<file path="src/design/ptp_pkg.sv">
`timescale 1ns / 1ps
// ----------------------------------------------------------------------------
// ptp_pkg: shared types and constants of the pausable tick prescaler
// Request codes, the sequencer states and the input and result beat layouts.
// ----------------------------------------------------------------------------
package ptp_pkg;

  localparam int unsigned TimeW  = 64;
  localparam int unsigned ResW   = 32;
  localparam int unsigned ReqW   = 3;
  localparam int unsigned PaddrW = 3;

  // request codes
  localparam logic [ReqW-1:0] REQ_FREEZE   = 3'd0;
  localparam logic [ReqW-1:0] REQ_UNFREEZE = 3'd1;
  localparam logic [ReqW-1:0] REQ_START    = 3'd2;
  localparam logic [ReqW-1:0] REQ_UPDATE   = 3'd3;
  localparam logic [ReqW-1:0] REQ_CLEAR    = 3'd4;

  // register index of tick_resolution
  localparam logic [PaddrW-3:0] REG_TICK_RES = 1'b0;

  typedef enum logic [2:0] {
    ST_IDLE,
    ST_TIME,
    ST_SPAN,
    ST_SUM,
    ST_DIV,
    ST_ACC,
    ST_FINISH
  } state_e;

  typedef struct packed {
    logic [ReqW-1:0]  req_type;
    logic [TimeW-1:0] now_ns;
  } in_beat_t;

  typedef struct packed {
    logic [TimeW-1:0] ticks_added;
    logic [TimeW-1:0] total_ticks;
    logic             is_running;
    logic             negative_span;
  } out_beat_t;

endpackage

</file>
<file path="src/design/pausable_tick_prescaler_top.sv">
`timescale 1ns / 1ps
// ----------------------------------------------------------------------------
// pausable_tick_prescaler_top: pausable prescaler timer
// Derives a pausable global time from sampled nanosecond stamps and counts
// whole ticks of a programmable resolution with a bit-serial divider.
// ----------------------------------------------------------------------------
// Usage:
//   Input channel (in_valid_i / in_ready_o / in_data_i) takes one request beat
//   carrying req_type and a sampled now_ns. Every request yields exactly one
//   result beat on the output channel (out_valid_o / out_ready_i / out_data_o).
//   The APB port holds tick_resolution at byte address 0; write it only while
//   the block is idle. A written zero reads back and acts as one.
// Timing:
//   Freeze, unfreeze, start, clear and unused codes pass through the time
//   and finish steps; an update also takes the span, sum, divide and
//   accumulate steps in between: the span goes through a restoring divider
//   that shifts one quotient bit per cycle over the 64-bit dividend. One
//   request is processed at a time; in_ready_o rises again once the result
//   has entered the output register, so a new request overlaps a waiting beat.
// Reset:
//   All timer state clears, tick_resolution returns to one, no beat is valid.
// Stall:
//   When the receiver holds out_ready_i low the result waits in the output
//   register; a following request is taken and then holds before its result.
// ----------------------------------------------------------------------------
module pausable_tick_prescaler_top
  import ptp_pkg::*;
(
  input  logic                   clk_i,
  input  logic                   rst_ni,
  // request channel
  input  logic                   in_valid_i,
  output logic                   in_ready_o,
  input  in_beat_t               in_data_i,
  // result channel
  output logic                   out_valid_o,
  input  logic                   out_ready_i,
  output out_beat_t              out_data_o,
  // configuration port
  input  logic                   psel,
  input  logic                   penable,
  input  logic                   pwrite,
  input  logic [PaddrW-1:0]      paddr,
  input  logic [31:0]            pwdata,
  output logic [31:0]            prdata,
  output logic                   pready
);

  localparam int unsigned CntW = $clog2(TimeW);

  state_e state_q, state_d;

  // captured request
  logic [ReqW-1:0]  req_q;
  logic [TimeW-1:0] now_q;

  // timer state
  logic [ResW-1:0]  res_q;
  logic [TimeW-1:0] freeze_mark_q, freeze_mark_d;
  logic [TimeW-1:0] paused_total_q, paused_total_d;
  logic [TimeW-1:0] last_update_q, last_update_d;
  logic [ResW-1:0]  leftover_q, leftover_d;
  logic [TimeW-1:0] tick_count_q, tick_count_d;
  logic             running_q, running_d;

  // datapath: work holds global time, span, dividend, then quotient
  logic [TimeW-1:0] work_q, work_d;
  logic [ResW-1:0]  rem_q, rem_d;
  logic [CntW-1:0]  cnt_q, cnt_d;
  logic             neg_q, neg_d;

  // output register
  logic             out_valid_q, out_valid_d;
  out_beat_t        out_q, out_d;

  logic             frozen;
  logic             cfg_wr;
  logic [ResW:0]    div_cand;
  logic [ResW:0]    div_diff;
  logic             div_fit;

  assign frozen = (freeze_mark_q != '0);

  // ---------------- configuration port ----------------
  // Decode the word address only; the byte offset bits are ignored.
  assign pready = 1'b1;
  assign cfg_wr = psel && penable && pwrite && pready
                  && (paddr[PaddrW-1:2] == REG_TICK_RES);
  assign prdata = (paddr[PaddrW-1:2] == REG_TICK_RES) ? res_q : '0;

  always_ff @(posedge clk_i or negedge rst_ni) begin
    if (!rst_ni) begin
      res_q <= {{(ResW-1){1'b0}}, 1'b1};
    end else if (cfg_wr) begin
      // a zero resolution acts as one
      res_q <= (pwdata == '0) ? {{(ResW-1){1'b0}}, 1'b1} : pwdata;
    end
  end

  // ---------------- divider step ----------------
  // Shift the next dividend bit into the partial remainder and try the
  // resolution against it; the quotient bit enters work at the bottom.
  assign div_cand = {rem_q, work_q[TimeW-1]};
  assign div_diff = div_cand - {1'b0, res_q};
  assign div_fit  = (div_cand >= {1'b0, res_q});

  // ---------------- sequencer ----------------
  assign in_ready_o = (state_q == ST_IDLE);

  always_comb begin
    state_d        = state_q;
    work_d         = work_q;
    rem_d          = rem_q;
    cnt_d          = cnt_q;
    neg_d          = neg_q;
    freeze_mark_d  = freeze_mark_q;
    paused_total_d = paused_total_q;
    last_update_d  = last_update_q;
    leftover_d     = leftover_q;
    tick_count_d   = tick_count_q;
    running_d      = running_q;
    out_valid_d    = out_valid_q && !out_ready_i;
    out_d          = out_q;

    case (state_q)
      ST_IDLE: begin
        if (in_valid_i) begin
          state_d = ST_TIME;
        end
      end
      ST_TIME: begin
        // unfreeze wants the paused span; everything else the global time
        if (req_q == REQ_UNFREEZE) begin
          work_d = now_q - freeze_mark_q;
        end else begin
          work_d = (frozen ? freeze_mark_q : now_q) - paused_total_q;
        end
        state_d = (req_q == REQ_UPDATE) ? ST_SPAN : ST_FINISH;
      end
      ST_SPAN: begin
        last_update_d = work_q;
        work_d        = work_q - last_update_q;
        neg_d         = work_d[TimeW-1];
        state_d       = ST_SUM;
      end
      ST_SUM: begin
        // wraps at 2^64 before the divide
        work_d  = work_q + {{(TimeW-ResW){1'b0}}, leftover_q};
        rem_d   = '0;
        cnt_d   = '0;
        state_d = ST_DIV;
      end
      ST_DIV: begin
        rem_d  = div_fit ? div_diff[ResW-1:0] : div_cand[ResW-1:0];
        work_d = {work_q[TimeW-2:0], div_fit};
        cnt_d  = cnt_q + 1'b1;
        if (cnt_q == CntW'(TimeW - 1)) begin
          state_d = ST_ACC;
        end
      end
      ST_ACC: begin
        tick_count_d = tick_count_q + work_q;
        leftover_d   = rem_q;
        state_d      = ST_FINISH;
      end
      ST_FINISH: begin
        // hold here while the previous result still waits
        if (!out_valid_q || out_ready_i) begin
          case (req_q)
            REQ_FREEZE: begin
              freeze_mark_d = (now_q == '0) ? {{(TimeW-1){1'b0}}, 1'b1} : now_q;
            end
            REQ_UNFREEZE: begin
              if (frozen) begin
                paused_total_d = paused_total_q + work_q;
                freeze_mark_d  = '0;
              end
            end
            REQ_START: begin
              last_update_d = work_q;
              running_d     = 1'b1;
            end
            REQ_CLEAR: begin
              last_update_d = '0;
              leftover_d    = '0;
              tick_count_d  = '0;
              running_d     = 1'b0;
            end
            default: begin
            end
          endcase
          out_valid_d         = 1'b1;
          out_d.ticks_added   = (req_q == REQ_UPDATE) ? work_q : '0;
          out_d.total_ticks   = tick_count_d;
          out_d.is_running    = running_d;
          out_d.negative_span = (req_q == REQ_UPDATE) && neg_q;
          state_d             = ST_IDLE;
        end
      end
      default: begin
        state_d = ST_IDLE;
      end
    endcase
  end

  always_ff @(posedge clk_i or negedge rst_ni) begin
    if (!rst_ni) begin
      state_q        <= ST_IDLE;
      freeze_mark_q  <= '0;
      paused_total_q <= '0;
      last_update_q  <= '0;
      leftover_q     <= '0;
      tick_count_q   <= '0;
      running_q      <= 1'b0;
      cnt_q          <= '0;
      out_valid_q    <= 1'b0;
    end else begin
      state_q        <= state_d;
      freeze_mark_q  <= freeze_mark_d;
      paused_total_q <= paused_total_d;
      last_update_q  <= last_update_d;
      leftover_q     <= leftover_d;
      tick_count_q   <= tick_count_d;
      running_q      <= running_d;
      cnt_q          <= cnt_d;
      out_valid_q    <= out_valid_d;
    end
  end

  // payload registers, no reset needed
  always_ff @(posedge clk_i) begin
    if (in_valid_i && in_ready_o) begin
      req_q <= in_data_i.req_type;
      now_q <= in_data_i.now_ns;
    end
    work_q <= work_d;
    rem_q  <= rem_d;
    neg_q  <= neg_d;
    out_q  <= out_d;
  end

  assign out_valid_o = out_valid_q;
  assign out_data_o  = out_q;

`ifndef NO_ASSERTIONS
  // the resolution never reaches zero, so the divider always terminates sanely
  assert property (@(posedge clk_i) disable iff (!rst_ni) res_q != '0)
    else $error("tick resolution is zero");

  // the partial remainder stays below the resolution through the divide
  assert property (@(posedge clk_i) disable iff (!rst_ni)
    (state_q == ST_DIV) |-> (rem_q < res_q))
    else $error("divider remainder out of range");

  // the last divider step hands over to the accumulate step
  assert property (@(posedge clk_i) disable iff (!rst_ni)
    (state_q == ST_DIV && cnt_q == CntW'(TimeW - 1)) |=> (state_q == ST_ACC))
    else $error("divider did not finish after the full dividend");

  // a new result beat only appears from the finish step
  assert property (@(posedge clk_i) disable iff (!rst_ni)
    $rose(out_valid_q) |-> $past(state_q == ST_FINISH))
    else $error("result beat raised outside finish");

  // a result is never overwritten while it still waits
  assert property (@(posedge clk_i) disable iff (!rst_ni)
    (out_valid_q && !out_ready_i) |=> $stable(out_q))
    else $error("waiting result beat changed");
`endif

endmodule

</file>
<file path="config.mk">
export PLATFORM = sky130hd
export DESIGN_NAME = pausable_tick_prescaler_top
export DESIGN_NICKNAME = d
export VERILOG_FILES = /design/src/design/ptp_pkg.sv /design/src/design/pausable_tick_prescaler_top.sv
export SDC_FILE = /design/constraint.sdc
export NUM_CORES = 2
export LEC_CHECK = 0
export CAP_MARGIN = 0
export CORE_MARGIN = 5
export CORE_UTILIZATION = 52
export CTS_BUF_LIST = sky130_fd_sc_hd__clkbuf_8
export DETAILED_ROUTE_END_ITERATION = 8
export DONT_BUFFER_PORTS = 1
export PLACE_DENSITY = 0.65
export SYNTH_ARGS = -nofsm -noshare
export SYNTH_HDL_FRONTEND = slang
export SYNTH_SLANG_ARGS = --single-unit
</file>
<file path="constraint.sdc">
create_clock -name clk_i -period 6.6 [get_ports clk_i]
set_clock_uncertainty 0.05 [all_clocks]
set_input_delay 0.33 -clock clk_i [delete_from_list [all_inputs] [get_ports clk_i]]
set_output_delay 0.33 -clock clk_i [all_outputs]
set_load 0.01 [all_outputs]
</file>
==> results.toml <==
[synthesis]
synthAdderAreaFrac_pct = 10.1
synth_top_family_by_area = "compound AO/OA/AOI/OAI gates"
synthTopCellsByCount = "nand2_1, o21ai_0, a21oi_1"
synth_edf_count = 294
synth.distinct_cells = 100
postSynthRegisterBits = 625
syn_area_per_cell_um2 = 8.38
yosys.area_share.xor_xnor_pct = 6.73
syn_nets = 6275
synth.most_common_cell = "nand2_1"
ys_seq_area_share_pct = 35.3
synth-async-reset-ratio_pct = 53.0
yosysWarnings = 0
synth.top_cell.area_share_pct = 18.2
synth_flop_cell = "dfrtp_1"
netlist_instances = 5779
synth-compound-area-share_pct = 24.4
synth_area_mm2 = 0.0484
synth_mux_area_share_pct = 1.04
yosysTopAreaCell = "edfxtp_1"
synth_simple_gate_area_share_pct = 17.7
ys_top_cells_by_area = "edfxtp_1, dfrtp_1, ha_1"

[floorplan]
fp.dieW_um = 315
dieArea_mm2 = 0.0994
num_io_pins = 274
initial_core_util_pct = 52.1
dieHeight_um = 315
fp-row-count = 112
core-area_mm2 = 0.0929

[critical_path]
cp.buffers_inverters = 3
cpPeakStageDelay_ps = 470
path_class = "reg -> reg"
critPathRequiredTime_ps = 7030
crit_family = "compound AO/OA/AOI/OAI gates"
arrival_ps = 5880
rr_startpoint = "freeze_mark_q[34]"
startpoint = "freeze_mark_q[34]"
cp-end-kind = "register"
r2r_slack_ps = 1140
critPathSlowestCell = "nor4_2"
cp_cell_sequence = "nor4_1 > buf_4 > nand4_1 > nor4_2 > buf_12 > a21oi_1 > ha_1 > inv_1 > fa_1 > a21oi_1 > nor2_1 > o311ai_0 > a31o_2 > o31a_1 > o211ai_1 > o31a_1 > a221oi_2 > o21a_1 > o21ai_0 > mux2i_1 > o2111ai_1"
cp_max_fo = 44
critPathLaunchType = "register"

[layout]
finalNetCount = 6276
fill_cells = 8631
syn2layout_area_growth_pct = 8.91
drive_gt1_share_pct = 5.57

[clock_network]
htreeDepth = 3
cts.path.max_buffers = 3
clock_sinks = 625
worstSkewPairLatency_ps = 810
clkTransAtPathRegs_ps = 70
cts_tree = "yes"
cts_buffers = 108
cts_setup_buffers = 0
cts-root-buf = "clkbuf_8"
cts_hold_buffers = 102

[timing]
max-slew-margin-rel_pct = 19.6
min_period_ps = 5460
rsz0062_at_grt = "false"
max_freq_mhz = 183
worst_pin_slew_ps = 1180
final_max_slew_viol_count = 0
tns_ps = 0
setup_viol = 0
fin_hold_ws_ps = -747
hold_viol = 331
final.period_utilization_pct = 82.7

[placement]
io_buffer_count = 0
gp_congestion = 0.966
hpwlAfterDp_um = 116000

[global_routing]
grt_util_all_layers_pct = 29.7
grt_pass1_wl_um = 233000
overflow = 0
antenna_found_initial = 4
grt_max_degree = 332
grt_pass1_vias = 39900

[route]
ant_nets = 0
viasPerCell = 5.99
wl_per_cell_um = 21.3
drcViolationCount = 0
num_vias = 42700
drt_wl_total_um = 152000
drt-pass1-iter-count = 5
drtIter0Drc = 4345

[outcome]
status = "complete, but fails checks"
violations = "negative hold slack"

[run]
drv_cap = 0

[hold_path]
hold_class = "in -> async"
metrics by stage:
step / setup WS [ps] / instances / hold slack (ps) / area, um^2 / util, %
after CTS: 1130 / 7128 / -860 / 52800 / 56.8
after global routing: 795 / 7130 / -825 / 52800 / 56.8
after global placement: 1130 / 6822 / 11.0 / 49600 / 53.4
final: 1140 / 7130 / -747 / 52800 / 56.8
after floorplan: 1810 / 5779 / -15.6 / 48400 / -
after detailed placement: 1160 / 6822 / 11.3 / 49600 / 53.4
cells by family after synthesis:
kind of cell | count (synthesis)
DFF | 625
buffers and inverters | 595
and+or+nand+nor | 1886
other | 1
AOI/OAI and AO/OA | 1867
muxes | 46
adders and majority gates | 387
xor gates and xnor gates | 372
state kept, by name (all words and copies together) (netlist names):
signal          count
cnt_q               6
freeze_mark_q      64
last_update_q      64
leftover_q         32
neg_q               1
now_q              64
out_data_o        130
out_valid_o         1
paused_total_q     64
rem_q              32
req_q               3
res_q              32
running_q           1
state_q             3
tick_count_q       64
work_q             64
cells in the final DEF (no fill, tap or decap), drive strengths merged, types with 106 or more instances in the layout:
cell | Yosys | final
o21ai | 557 | 557
inv | 321 | 374
nor2b | 108 | 108
a21o | 254 | 254
xnor2 | 217 | 217
a21oi | 499 | 499
xor2 | 155 | 155
edfxtp | 294 | 294
ha | 380 | 380
nand2 | 867 | 867
clkbuf | 246 | 116
dfrtp | 330 | 330
nand3 | 106 | 106
nor2 | 366 | 366
final timing paths:
kind	end	depth (start not counted)
min	freeze_mark_q[1]	0
max reg2reg	work_q[56]	21
max	work_q[56]	21
min reg2reg	last_update_q[58]	2
max in group asynchronous	state_q[0]	0
min in group clk_i	tick_count_q[60]	4
per-layer routing:
layer  share of wire (%)  GRT usage [%]  routed length, um
met5              0.0085              0                 13
met4                 2.7           7.64               4110
met3                 7.3           4.50              11000
met2                  43           45.0              64900
met1                  47           44.7              72100
layout make-up:
class | count | area, um^2 | share of cell area (%)
clock inverters | 88 | 566 | 1.07
clock buffers | 116 | 1600 | 3.03
well taps | 1254 | 1570 | 2.97
diodes | 2 | 5.00 | 0.00949
inverters | 321 | 1210 | 2.29
multi-input cells | 4559 | 29200 | 55.3
repair buffers | 165 | 1520 | 2.88
flip-flops and latches | 625 | 17100 | 32.4
what timing repair did:
item                                    CTS  global route
gates resized for setup                   0             0
endpoints found under the setup margin    0             0
hold endpoints to repair                434           331
Power is not shown: default switching activity piles up to over one toggle a cycle in this logic, so the estimate is an artifact.
